===== src/sv/pmst_pkg.sv =====
// Shared constants, types and controller/datapath interface structs for the
// Prim minimum spanning tree block. No dependencies.
package pmst_pkg;

	localparam int MAX_VERTICES_DEF = 16;
	localparam int WEIGHT_BITS_DEF  = 16;

	localparam int VERTEX_W   = 4;
	localparam int WEIGHT_W   = 16;
	localparam int VCOUNT_W   = 5;
	localparam int APB_ADDR_W = 3;
	localparam int APB_DATA_W = 32;

	localparam logic [VCOUNT_W-1:0] VCOUNT_RESET = 5'd16;
	localparam logic [VERTEX_W-1:0] START_RESET  = 4'd0;

	typedef enum logic {
		REG_VERTEX_COUNT = 1'b0,
		REG_START_VERTEX = 1'b1
	} reg_idx_t;

	typedef enum logic [3:0] {
		ST_IDLE  = 4'b0001,
		ST_SETUP = 4'b0010,
		ST_PASS  = 4'b0100,
		ST_EMIT  = 4'b1000
	} state_t;

	typedef struct packed {
		logic store;
		logic setup;
		logic pass;
		logic emit;
	} dp_cmd_t;

	typedef struct packed {
		logic too_small;
		logic pass_done;
		logic finish;
	} dp_sts_t;

endpackage


===== src/sv/pmst_regs.sv =====
// APB configuration registers: vertex count and start vertex.
// Depends on pmst_pkg.
module pmst_regs (
	input  logic                                 clk,
	input  logic                                 arst_n,
	input  logic                                 psel,
	input  logic                                 penable,
	input  logic                                 pwrite,
	input  logic [pmst_pkg::APB_ADDR_W-1:0]      paddr,
	input  logic [pmst_pkg::APB_DATA_W-1:0]      pwdata,
	output logic [pmst_pkg::APB_DATA_W-1:0]      prdata,
	output logic                                 pready,
	output logic [pmst_pkg::VCOUNT_W-1:0]        vertex_count,
	output logic [pmst_pkg::VERTEX_W-1:0]        start_vertex
);

	localparam int DW = pmst_pkg::APB_DATA_W;
	localparam int CW = pmst_pkg::VCOUNT_W;
	localparam int SW = pmst_pkg::VERTEX_W;

	pmst_pkg::reg_idx_t reg_idx;
	logic               wr_en;
	logic [CW-1:0]      vertex_count_q;
	logic [SW-1:0]      start_vertex_q;

	assign reg_idx      = pmst_pkg::reg_idx_t'(paddr[2]);
	assign pready       = 1'b1;
	assign wr_en        = psel & penable & pwrite & pready;
	assign vertex_count = vertex_count_q;
	assign start_vertex = start_vertex_q;

	always_ff @(posedge clk or negedge arst_n) begin
		if (!arst_n) begin
			vertex_count_q <= pmst_pkg::VCOUNT_RESET;
			start_vertex_q <= pmst_pkg::START_RESET;
		end else if (wr_en) begin
			unique case (reg_idx)
				pmst_pkg::REG_VERTEX_COUNT: vertex_count_q <= pwdata[CW-1:0];
				pmst_pkg::REG_START_VERTEX: start_vertex_q <= pwdata[SW-1:0];
				default: ;
			endcase
		end
	end

	always_comb begin
		unique case (reg_idx)
			pmst_pkg::REG_VERTEX_COUNT: prdata = DW'(vertex_count_q);
			pmst_pkg::REG_START_VERTEX: prdata = DW'(start_vertex_q);
			default:                    prdata = '0;
		endcase
	end

endmodule


===== src/sv/pmst_ctrl.sv =====
// Sequencing state machine for matrix loading and the Prim passes.
// Depends on pmst_pkg.
module pmst_ctrl (
	input  logic                clk,
	input  logic                arst_n,
	input  logic                start,
	input  logic                last,
	output logic                busy,
	output pmst_pkg::dp_cmd_t   cmd,
	input  pmst_pkg::dp_sts_t   sts
);

	pmst_pkg::state_t state_q;
	pmst_pkg::state_t state_next;

	assign busy = (state_q != pmst_pkg::ST_IDLE);

	always_comb begin
		cmd        = '0;
		state_next = state_q;
		unique case (state_q)
			pmst_pkg::ST_IDLE: begin
				cmd.store = start;
				if (start && last) begin
					state_next = pmst_pkg::ST_SETUP;
				end
			end
			pmst_pkg::ST_SETUP: begin
				cmd.setup  = 1'b1;
				state_next = sts.too_small ? pmst_pkg::ST_IDLE : pmst_pkg::ST_PASS;
			end
			pmst_pkg::ST_PASS: begin
				cmd.pass = 1'b1;
				if (sts.pass_done) begin
					state_next = pmst_pkg::ST_EMIT;
				end
			end
			pmst_pkg::ST_EMIT: begin
				cmd.emit   = 1'b1;
				state_next = sts.finish ? pmst_pkg::ST_IDLE : pmst_pkg::ST_PASS;
			end
			default: state_next = pmst_pkg::ST_IDLE;
		endcase
	end

	always_ff @(posedge clk or negedge arst_n) begin
		if (!arst_n) begin
			state_q <= pmst_pkg::ST_IDLE;
		end else begin
			state_q <= state_next;
		end
	end

endmodule


===== src/sv/pmst_dp.sv =====
// Datapath: weight memory, per-vertex best cost and parent, tree membership,
// fused relax-and-minimum pass and the result register. Depends on pmst_pkg.
module pmst_dp #(
	parameter int MAX_VERTICES = pmst_pkg::MAX_VERTICES_DEF,
	parameter int WEIGHT_BITS  = pmst_pkg::WEIGHT_BITS_DEF
) (
	input  logic                              clk,
	input  logic                              arst_n,
	input  pmst_pkg::dp_cmd_t                 cmd,
	output pmst_pkg::dp_sts_t                 sts,
	input  logic [pmst_pkg::VCOUNT_W-1:0]     vertex_count,
	input  logic [pmst_pkg::VERTEX_W-1:0]     start_vertex,
	input  logic [pmst_pkg::VERTEX_W-1:0]     row,
	input  logic [pmst_pkg::VERTEX_W-1:0]     col,
	input  logic [pmst_pkg::WEIGHT_W-1:0]     weight,
	output logic                              done,
	output logic [pmst_pkg::VERTEX_W-1:0]     parent_vertex,
	output logic [pmst_pkg::VERTEX_W-1:0]     new_vertex,
	output logic [pmst_pkg::WEIGHT_W-1:0]     edge_weight,
	output logic                              disconnected,
	output logic                              last_edge
);

	localparam int VW    = (MAX_VERTICES > 1) ? $clog2(MAX_VERTICES) : 1;
	localparam int NW    = $clog2(MAX_VERTICES + 1);
	localparam int DEPTH = MAX_VERTICES * MAX_VERTICES;
	localparam int AW    = $clog2(DEPTH);
	localparam int OVW   = pmst_pkg::VERTEX_W;
	localparam int OWW   = pmst_pkg::WEIGHT_W;
	localparam logic [WEIGHT_BITS-1:0]  NO_EDGE  = '1;
	localparam logic [MAX_VERTICES-1:0] VERTEX0  = MAX_VERTICES'(1);

	logic [WEIGHT_BITS-1:0]  weight_mem_q [DEPTH];
	logic [WEIGHT_BITS-1:0]  best_cost_q [MAX_VERTICES];
	logic [VW-1:0]           best_parent_q [MAX_VERTICES];
	logic [MAX_VERTICES-1:0] in_tree_q;

	logic [NW-1:0]          n_eff;
	logic [VW-1:0]          s_eff;
	logic                   in_range;
	logic [AW-1:0]          wr_addr;
	logic [AW-1:0]          rd_addr;
	logic                   issue;

	logic [NW-1:0]          n_q;
	logic [NW-1:0]          edges_q;
	logic [NW-1:0]          issue_q;
	logic [NW-1:0]          edges_next;
	logic [VW-1:0]          k_q;
	logic [VW-1:0]          kmin_q;
	logic [WEIGHT_BITS-1:0] minc_q;
	logic                   found_q;
	logic                   init_pass_q;

	logic                   rd_valid_s1;
	logic [VW-1:0]          j_s1;
	logic [WEIGHT_BITS-1:0] rdata_s1;

	logic [WEIGHT_BITS-1:0] cur_cost;
	logic [WEIGHT_BITS-1:0] new_cost;
	logic                   take;
	logic                   cand;
	logic                   edge_last;

	logic                   done_q;
	logic [OVW-1:0]         parent_q;
	logic [OVW-1:0]         new_vertex_q;
	logic [OWW-1:0]         edge_weight_q;
	logic                   disconnected_q;
	logic                   last_edge_q;

	always_comb begin
		n_eff    = (32'(vertex_count) > 32'(MAX_VERTICES)) ? NW'(MAX_VERTICES)
		                                                   : NW'(vertex_count);
		s_eff    = (32'(start_vertex) < 32'(n_eff)) ? VW'(start_vertex) : '0;
		in_range = (32'(row) < 32'(MAX_VERTICES)) && (32'(col) < 32'(MAX_VERTICES));
		wr_addr  = AW'(32'(row) * 32'(MAX_VERTICES) + 32'(col));
		issue    = cmd.pass && (issue_q < n_q);
		rd_addr  = AW'(32'(k_q) * 32'(MAX_VERTICES) + 32'(issue_q[VW-1:0]));

		cur_cost = best_cost_q[j_s1];
		take     = init_pass_q || (!in_tree_q[j_s1] && (rdata_s1 < cur_cost));
		new_cost = take ? rdata_s1 : cur_cost;
		cand     = rd_valid_s1 && !in_tree_q[j_s1] && (new_cost < minc_q);

		edges_next = edges_q + NW'(1);
		edge_last  = (edges_next == (n_q - NW'(1)));

		sts.too_small = (n_eff < NW'(2));
		sts.pass_done = rd_valid_s1 && (NW'(j_s1) == (n_q - NW'(1)));
		sts.finish    = !found_q || edge_last;
	end

	always_ff @(posedge clk) begin
		if (cmd.store && in_range) begin
			weight_mem_q[wr_addr] <= WEIGHT_BITS'(weight);
		end
		rdata_s1 <= weight_mem_q[rd_addr];
	end

	always_ff @(posedge clk or negedge arst_n) begin
		if (!arst_n) begin
			in_tree_q   <= '0;
			edges_q     <= '0;
			issue_q     <= '0;
			found_q     <= 1'b0;
			init_pass_q <= 1'b0;
			rd_valid_s1 <= 1'b0;
			done_q      <= 1'b0;
		end else begin
			done_q      <= cmd.emit;
			rd_valid_s1 <= issue;
			if (cmd.setup) begin
				in_tree_q   <= VERTEX0 << s_eff;
				edges_q     <= '0;
				issue_q     <= '0;
				found_q     <= 1'b0;
				init_pass_q <= 1'b1;
			end else if (cmd.emit) begin
				issue_q     <= '0;
				found_q     <= 1'b0;
				init_pass_q <= 1'b0;
				edges_q     <= edges_next;
				if (found_q) begin
					in_tree_q[kmin_q] <= 1'b1;
				end
			end else begin
				if (issue) begin
					issue_q <= issue_q + NW'(1);
				end
				if (cand) begin
					found_q <= 1'b1;
				end
			end
		end
	end

	always_ff @(posedge clk) begin
		j_s1 <= issue_q[VW-1:0];
		if (rd_valid_s1 && take) begin
			best_cost_q[j_s1]   <= rdata_s1;
			best_parent_q[j_s1] <= k_q;
		end
		if (cmd.setup) begin
			n_q    <= n_eff;
			k_q    <= s_eff;
			minc_q <= NO_EDGE;
		end else if (cmd.emit) begin
			k_q    <= kmin_q;
			minc_q <= NO_EDGE;
		end else if (cand) begin
			minc_q <= new_cost;
			kmin_q <= j_s1;
		end
		if (cmd.emit) begin
			parent_q       <= found_q ? OVW'(best_parent_q[kmin_q]) : '0;
			new_vertex_q   <= found_q ? OVW'(kmin_q) : '0;
			edge_weight_q  <= found_q ? OWW'(minc_q) : '0;
			disconnected_q <= !found_q;
			last_edge_q    <= !found_q || edge_last;
		end
	end

	assign done          = done_q;
	assign parent_vertex = parent_q;
	assign new_vertex    = new_vertex_q;
	assign edge_weight   = edge_weight_q;
	assign disconnected  = disconnected_q;
	assign last_edge     = last_edge_q;

endmodule


===== src/sv/prim_minimum_spanning_tree.sv =====
// Matrix entries are accepted one per cycle while busy is low. After the last
// entry, with n vertices in use, each edge is found by a pass of n reads
// through the single read port of the weight memory. Results are one
// cycle strobes on done. Reset clears configuration and control state only;
// the weight memory keeps no reset and needs no clearing pass.
module prim_minimum_spanning_tree #(
	parameter int MAX_VERTICES = pmst_pkg::MAX_VERTICES_DEF,
	parameter int WEIGHT_BITS  = pmst_pkg::WEIGHT_BITS_DEF
) (
	input  logic                               clk,
	input  logic                               arst_n,
	input  logic                               psel,
	input  logic                               penable,
	input  logic                               pwrite,
	input  logic [pmst_pkg::APB_ADDR_W-1:0]    paddr,
	input  logic [pmst_pkg::APB_DATA_W-1:0]    pwdata,
	output logic [pmst_pkg::APB_DATA_W-1:0]    prdata,
	output logic                               pready,
	input  logic                               start,
	output logic                               busy,
	input  logic [pmst_pkg::VERTEX_W-1:0]      row,
	input  logic [pmst_pkg::VERTEX_W-1:0]      col,
	input  logic [pmst_pkg::WEIGHT_W-1:0]      weight,
	input  logic                               last,
	output logic                               done,
	output logic [pmst_pkg::VERTEX_W-1:0]      parent_vertex,
	output logic [pmst_pkg::VERTEX_W-1:0]      new_vertex,
	output logic [pmst_pkg::WEIGHT_W-1:0]      edge_weight,
	output logic                               disconnected,
	output logic                               last_edge
);

	logic [pmst_pkg::VCOUNT_W-1:0] vertex_count;
	logic [pmst_pkg::VERTEX_W-1:0] start_vertex;
	pmst_pkg::dp_cmd_t             cmd;
	pmst_pkg::dp_sts_t             sts;

	pmst_regs u_regs (
		.clk          (clk),
		.arst_n       (arst_n),
		.psel         (psel),
		.penable      (penable),
		.pwrite       (pwrite),
		.paddr        (paddr),
		.pwdata       (pwdata),
		.prdata       (prdata),
		.pready       (pready),
		.vertex_count (vertex_count),
		.start_vertex (start_vertex)
	);

	pmst_ctrl u_ctrl (
		.clk    (clk),
		.arst_n (arst_n),
		.start  (start),
		.last   (last),
		.busy   (busy),
		.cmd    (cmd),
		.sts    (sts)
	);

	pmst_dp #(
		.MAX_VERTICES (MAX_VERTICES),
		.WEIGHT_BITS  (WEIGHT_BITS)
	) u_dp (
		.clk           (clk),
		.arst_n        (arst_n),
		.cmd           (cmd),
		.sts           (sts),
		.vertex_count  (vertex_count),
		.start_vertex  (start_vertex),
		.row           (row),
		.col           (col),
		.weight        (weight),
		.done          (done),
		.parent_vertex (parent_vertex),
		.new_vertex    (new_vertex),
		.edge_weight   (edge_weight),
		.disconnected  (disconnected),
		.last_edge     (last_edge)
	);

endmodule

===== config.mk =====
export PLATFORM = sky130hd
export DESIGN_NAME = prim_minimum_spanning_tree
export DESIGN_NICKNAME = d
export VERILOG_FILES = /design/src/sv/pmst_pkg.sv /design/src/sv/pmst_regs.sv /design/src/sv/pmst_ctrl.sv /design/src/sv/pmst_dp.sv /design/src/sv/prim_minimum_spanning_tree.sv
export SDC_FILE = /design/constraint.sdc
export NUM_CORES = 2
export LEC_CHECK = 0
export BUFFER_PORTS_ARGS = -buffer_cell sky130_fd_sc_hd__buf_2
export CAP_MARGIN = 20
export CELL_PAD_IN_SITES_DETAIL_PLACEMENT = 0
export CELL_PAD_IN_SITES_GLOBAL_PLACEMENT = 2
export CORE_MARGIN = 5
export CORE_UTILIZATION = 30
export DETAILED_ROUTE_END_ITERATION = 8
export PLACE_DENSITY = 0.56
export SYNTH_ARGS = -nofsm -noshare
export SYNTH_HDL_FRONTEND = slang
export SYNTH_HIERARCHICAL = 1
export SYNTH_MEMORY_MAX_BITS = 65536
export SYNTH_SLANG_ARGS = --single-unit

===== constraint.sdc =====
create_clock -name clk -period 8.08 [get_ports clk]
set_clock_uncertainty 0.05 [all_clocks]
set_input_delay 1.212 -clock clk [delete_from_list [all_inputs] [get_ports clk]]
set_output_delay 1.212 -clock clk [all_outputs]
set_load 0.03 [all_outputs]

=== Word level (Yosys, flattened, before mapping) ===
Memories as Yosys holds them, arrays and structs flattened. A register that Yosys moved wholly into a read port is not among the register bits.
Index checks and enable logic that the tools add are counted.

* $add $sub $neg: 5
* Reduce and logical (&&, ||, !) cells: 23
* Order comparisons: 9
* Multiplexer cells: 36
* Equality and inequality tests: 9
* Bitwise operators: 6
* Shifts and indexed selects: 1

{| class="wikitable"
|+ Operator list
! operator !! number
|-
| two-way mux 16 bit || 4
|-
| case mux 32 bit (2 select lines) || 1
|-
| less-than comparator 16 bit || 2
|-
| two-way mux 5 bit || 6
|-
| two-way mux 4 bit || 5
|-
| adder 8 x 4 -> 8 bit || 2
|-
| OR 16 bit || 1
|-
| case mux 4 bit (4 select lines) || 1
|-
| << shifter 1 x 4 -> 16 bit, first input constant || 1
|-
| two-way mux 1 bit || 15
|-
| adder 5 x 1 -> 5 bit, second input constant || 2
|-
| less-than comparator 4 x 5 -> 1 bit, second input constant || 2
|-
| logical AND 1 bit || 8
|-
| AND reduction 2 bit || 4
|-
| two-way mux 3 bit || 2
|-
| nonzero test 3 bit || 2
|-
| equality test 4 x 5 -> 1 bit || 1
|-
| equality test 5 bit || 1
|-
| > comparator 5 bit, second input constant || 1
|-
| less-than comparator 4 x 5 -> 1 bit || 1
|-
| less-than comparator 5 x 2 -> 1 bit, second input constant || 1
|-
| less-than comparator 5 bit || 1
|-
| subtractor 5 x 1 -> 5 bit, second input constant || 1
|-
| binary-select mux 1 bit (select 4 bit) || 1
|-
| other kinds (16) || 23
|}

* Memories: 3
* Bits of input ports: 66
* Word-level logic and storage cells: 111
* Output and inout port bits: 61
* RAM bits: 4416
* Bits in registers: 98

{| class="wikitable"
|+ Memory list
! name !! depth !! bits a word !! rd ports !! clocked after memory_dff !! write ports !! RTL line !! source
|-
| u_dp.weight_mem_q || 256 || 16 || 1 || 1 || 1 || pmst_dp.sv:33 || <nowiki>logic [WEIGHT_BITS-1:0] weight_mem_q [DEPTH];</nowiki>
|-
| u_dp.best_cost_q || 16 || 16 || 1 || 1 || 1 || pmst_dp.sv:34 || <nowiki>logic [WEIGHT_BITS-1:0] best_cost_q [MAX_VERTICES];</nowiki>
|-
| u_dp.best_parent_q || 16 || 4 || 1 || 1 || 1 || pmst_dp.sv:35 || <nowiki>logic [VW-1:0] best_parent_q [MAX_VERTICES];</nowiki>
|}

=== Depth between registers and ports, before layout ===
* Depth in word-level cells: 11
* Mapped depth: 23
* Depth with buffers taken out: 17

=== Modules after synthesis ===
Netlist, hierarchy kept.

{| class="wikitable"
|+ Modules (own cells, without submodules)
! module !! times used !! area an instance (µm²) !! cells each !! seq. area each (µm²)
|-
| pmst_dp || 1 || 173921.8 || 7153 || 135249.7
|-
| pmst_regs || 1 || 663.1 || 56 || 226.5
|-
| pmst_ctrl || 1 || 217.7 || 21 || 101.3
|}

=== Worst setup path before layout ===
No wires, ideal clock.

* Path type: register -> register
* Start point: register u_dp.j_s1[0]
* End point: register u_dp.kmin_q[0], enable pin
* Data arrival time: 5.946 ns
* Library setup time: 0.309 ns
* Buffers on the path: 6
* Setup slack: 1.775 ns
* Cell stages (with the launch flop): 24
* Period minus slack after synthesis: 6.305 ns
* Required time: 7.721 ns
* Cell sequence: dfxtp_1 -> buf_6 -> buf_2 -> buf_1 -> mux4_2 -> mux4_2 -> inv_1 -> ha_1 -> nand4_1 -> or4_1 -> a21o_1 -> a31oi_4 -> buf_6 -> mux2_4 -> ha_1 -> a21o_1 -> a21o_1 -> a211oi_1 -> o21a_1 -> o2111ai_1 -> o211ai_2 -> buf_6 -> buf_8 -> and2_1

* Longest elaborated chain between the ends: 9
* Elaborated cells between the ends (all ways): 10
* Those cells by class: order compare: 1; mux: 3; reduce/logical: 6

{| class="wikitable"
|+ Ends and longest elaborated chain
! item !! RTL line !! source
|-
| start: declaration || pmst_dp.sv:56 || <nowiki>logic [VW-1:0] j_s1;</nowiki>
|-
| start signal: assignment || pmst_dp.sv:139 || <nowiki>j_s1 <= issue_q[VW-1:0];</nowiki>
|-
| binary-select mux 1 bit (select 4 bit) || pmst_dp.sv:82 || <nowiki>take = init_pass_q || (!in_tree_q[j_s1] && (rdata_s1 < cur_cost));</nowiki>
|-
| two-way mux 1 bit (implied by the code) || pmst_dp.sv:82 ||
|-
| logical NOT 1 bit || pmst_dp.sv:82 ||
|-
| logical AND 1 bit || pmst_dp.sv:82 ||
|-
| logical OR 1 bit || pmst_dp.sv:82 ||
|-
| two-way mux 16 bit || pmst_dp.sv:83 || <nowiki>new_cost = take ? rdata_s1 : cur_cost;</nowiki>
|-
| via u_dp.new_cost[9] || pmst_dp.sv:60 || <nowiki>logic [WEIGHT_BITS-1:0] new_cost;</nowiki>
|-
| less-than comparator 16 bit || pmst_dp.sv:84 || <nowiki>cand = rd_valid_s1 && !in_tree_q[j_s1] && (new_cost < minc_q);</nowiki>
|-
| logical AND 1 bit || pmst_dp.sv:84 ||
|-
| AND reduction 3 bit (no line) || -- ||
|-
| end signal: assignment || pmst_dp.sv:153 || <nowiki>kmin_q <= j_s1;</nowiki>
|-
| end: declaration || pmst_dp.sv:50 || <nowiki>logic [VW-1:0] kmin_q;</nowiki>
|}

The timed path passes the listed nets, and every way through them passes these cells. The select of a mux whose other input is x is not followed.
A chain may end at the register's enable or synchronous reset.

=== Worst setup path in the final report ===
* Start point: register u_dp.j_s1[1]
* End point: register u_dp.minc_q[11]

* Longest elaborated chain between the ends: 8
* Elaborated cells between the ends (all ways): 9
* Those cells by class: order compare: 1; mux: 3; reduce/logical: 5

{| class="wikitable"
|+ Ends and longest elaborated chain
! item !! RTL line !! source
|-
| binary-select mux 1 bit (select 4 bit) || pmst_dp.sv:82 ||
|-
| two-way mux 1 bit (implied by the code) || pmst_dp.sv:82 ||
|-
| logical NOT 1 bit || pmst_dp.sv:82 ||
|-
| logical AND 1 bit || pmst_dp.sv:82 ||
|-
| logical OR 1 bit || pmst_dp.sv:82 ||
|-
| two-way mux 16 bit || pmst_dp.sv:83 ||
|-
| via u_dp.new_cost[5] || pmst_dp.sv:60 ||
|-
| less-than comparator 16 bit || pmst_dp.sv:84 ||
|-
| logical AND 1 bit || pmst_dp.sv:84 ||
|-
| end signal: assignment || pmst_dp.sv:152 || <nowiki>minc_q <= new_cost;</nowiki>
|-
| end: declaration || pmst_dp.sv:51 || <nowiki>logic [WEIGHT_BITS-1:0] minc_q;</nowiki>
|}

The timed path passes the listed nets, and every way through them passes these cells. The select of a mux whose other input is x is not followed.

==> results.md <==
- Gr usage total: between 15 and 20%
- Worst setup path endpoint: u_dp/minc_q[11]$_SDFFE_PN1P_
- First-pass GRT wire length: about 650000 um
- Io pins: ~130
- Worst-Skew Late Latency: 1.06 ns
- Peak supply drop: just under 0.0002 V
- FF+latch count, synth: 4534
- Max Clk Rate: between 100 and 150 MHz
- Syn Std Cell Area: 0.175 mm^2
- Iteration-0 DRC Markers: 7324
- DR DRC count: 0
- Worst flop-to-flop path endpoint: u_dp/minc_q[11]$_SDFFE_PN1P_
- Worst setup margin: about 1.3 ns
- Synth area leader: edfxtp_1
- CP startpoint: u_dp/j_s1[1]$_DFF_P_
- Initial Utilization: 30.1%
- Final-report max-slew violation count: 0
- Final Net Count: between 7000 and 8000
- Post-synthesis sequential area ratio: between 70 and 80%
- Reg clk slew, reported paths: about 0.060 ns
- Area growth syn-to-layout: 15.9%
- RSZ-0062 raised after global routing: false
- Via/cell ratio: between 4 and 5
- Number of core rows: 280
- Filler cell count in the final layout: about 53000
- H-tree Lvls: 5
- Fin Setup TNS: 0 ns
- Crit share post-route: 83.3%
- Worst reg-to-reg path cell count: 18
- Crit path launch type: flip-flop
- Synth area leaders: edfxtp_1 77%, mux4_2 19%, nor2_1 0.77%
- FF-to-FF setup slack: 1.35 ns
- Chip height: around 770 um
- Ys Warns: 6
- Post-synth top area share: between 70% and 80%
- CTS resizes: 0
- Final hold vios: 0
- Worst Path Class, Setup: reg2reg
- GPL Wtd Cong: approximately 0.74
- Routed WL: 467000 um
- Hold crit path type: in2async
- Max-Cap Viols: 0
- Non-Filler Instances: around 16000
- Fin crit period: roughly 6.7 ns
- CTS Sinks: roughly 4500
- Asr flop ratio synth: 0.948%
- Unique cell type count in the Yosys netlist: between 60 and 70
- Crit path DAT: approximately 7.6 ns
- Worst-Margin Slew: around 1.3 ns
- Syn Area/Cell: approximately 24 um^2
- Setup violations, final: 0
- Via Count: a little under 80000
- CTS tree: done
- Crit end category: flip-flop
- Clk root buf: clkbuf_16
- Initial antenna violation count: 45
- Outcome: finished clean
- Gr ovfl total: 0
- Die area: about 0.60 mm^2
- CP Data Required Time: approximately 8.9 ns
- Post-Place Cells: 15000
- Leakage: approximately 0.06 uW
- Commonest non-fill, non-tap cell in the layout: edfxtp_1
- Postcts setup bufs: 0
- Clock buffer depth: 4
- Largest net degree at the start of global routing: 208
- Core area: roughly 0.58 mm^2
- Share of cells above drive strength 1: approximately a third
- Pre-CTS worst setup slack: between 0.9 and 1 ns
- EDFF count, synth: ~4500
- Power per cell area: around 260 mW/mm^2
- Most frequent cells in the layout: 4455 x edfxtp_1, 1444 x mux4_2, 471 x clkbuf_16
- CTS Buf Count: roughly 470
- Post-CTS Hold Buffers: 0
- Average wire per standard cell: between 20 and 30 um
- Min Hold Slack: between 0.07 and 0.08 ns
- DRT Pass-1 Iters: 5
- Die X: just under 800 um
- Number of global-route vias before repair: a little over 80000
- RR Startpoint: u_dp/j_s1[1]$_DFF_P_
- Number of port buffers: about 70
- Slew HR: roughly 11%
- Final ANT Viol Nets: 0
- Mapped Cells: about 7200
- Worst-path fanout max: between 50 and 60
- DP Wirelength: between 200000 and 300000 um
- Top FF cell, synth: edfxtp_1
final cells by class:
type                            instances  area (um^2)  area share, %
Antenna cell                           26         65.1         0.0321
Clock buffer                          594        12300           6.10
Timing Repair Buffer                  454         4100           2.02
Tap cell                             7755         9700           4.79
Sequential cell                      4534       136000           66.9
Multi-Input combinational cell       2251        37900           18.7
Clock inverter                        271         2670           1.32
Inverter                               55          206          0.102
where the power goes:
part	switching, uW	internal [uW]
combinational	2560	2280
sequential	172	26000
clock	9080	12200
critical path: stages, from the launching register on:
cell and delay [ns]:
dfxtp_4 0.92, buf_4 0.43, mux4_2 0.35, mux4_2 0.57
inv_1 0.09, ha_1 0.12, nand4_1 0.13, or4_1 0.54
a21o_1 0.21, a31oi_4 0.66, mux2_2 0.45, ha_1 0.30
a21o_1 0.16, a21o_1 0.19, a211oi_1 0.39, o2111ai_1 0.19
o211ai_2 0.27, buf_4 0.24, mux2i_1 0.21
synth_stat cells, types with 13 or more instances:
| cell | number |
|---|---|
| buf_2 | 103 |
| o21a_1 | 14 |
| nand3_1 | 23 |
| a22oi_1 | 14 |
| nand2b_1 | 13 |
| o22ai_1 | 16 |
| mux2i_1 | 29 |
| inv_1 | 54 |
| nand2_1 | 44 |
| clkbuf_1 | 202 |
| edfxtp_1 | 4455 |
| mux2_2 | 24 |
| buf_1 | 78 |
| a21oi_1 | 22 |
| buf_4 | 28 |
| mux4_2 | 1444 |
| dfxtp_1 | 36 |
| nor2_1 | 358 |
| ha_1 | 40 |
| dfrtp_1 | 41 |
worst min path at each step:
stage / start / to / slack (ns) / cells past startpoint
2_1_floorplan: u_dp/issue_q[0]$_DFFE_PN0P_ / u_dp/j_s1[0]$_DFF_P_ / 0.32 / 0
5_1_grt: arst_n / u_dp/done$_DFF_PN0_ / 0.04 / 1
4_1_cts: pwdata[4] / u_regs/vertex_count[4]$_DFFE_PN1P_ / 0.29 / 2
3_3_place_gp: u_dp/in_tree_q[0]$_DFFE_PN0P_ / u_dp/in_tree_q[0]$_DFFE_PN0P_ / 0.44 / 1
6_report: arst_n / u_ctrl/state_q[3]$_DFFE_PN0P_ / 0.07 / 1
3_5_place_dp: u_dp/minc_q[5]$_SDFFE_PN1P_ / u_dp/minc_q[5]$_SDFFE_PN1P_ / 0.45 / 2
sequential cells by signal (all words and copies together) (netlist names), 16 cells and up:
signal and cells:
u_dp/weight_mem_q 4096, u_dp/edge_weight 16, u_dp/minc_q 16, u_dp/best_parent_q 64, u_dp/rdata_s1 16, u_dp/in_tree_q 16
u_dp/best_cost_q 256
per-stage QoR:
stage	utilization, %	power [uW]	area [um^2]
floorplan	-	29900	175000
global placement	32.2	31600	187000
detailed placement	32.2	31600	187000
CTS	34.8	52900	202000
global route	34.8	54100	202000
finish	34.8	52200	203000
logic make-up (layout without fill, tap and decap cells):
family / Yosys count / in the layout / synth area share (%)
multiplexers: 1508 / 1508 / 19.0
AND/OR/NAND/NOR: 510 / 510 / 1.27
adder cells (fa/ha/maj): 40 / 40 / 0.286
XOR/XNOR: 23 / 23 / 0.115
buffers and inverters: 471 / 1374 / 1.17
flip-flops: 4534 / 4534 / 77.6
other: 2 / 54 / 0.00430
AO/OA/AOI/OAI: 142 / 142 / 0.570
layer usage:
metal | vias to the layer above | GRT usage [%] | share of wire (%)
met5 | - | 0 | 0.013
met4 | 8 | 3.64 | 2.4
met3 | 629 | 2.56 | 6.1
met2 | 2321 | 24.9 | 48
met1 | 44000 | 21.3 | 43
li1 | 32200 | - | -
No activity file was read; power rests on OpenSTA's default activity.
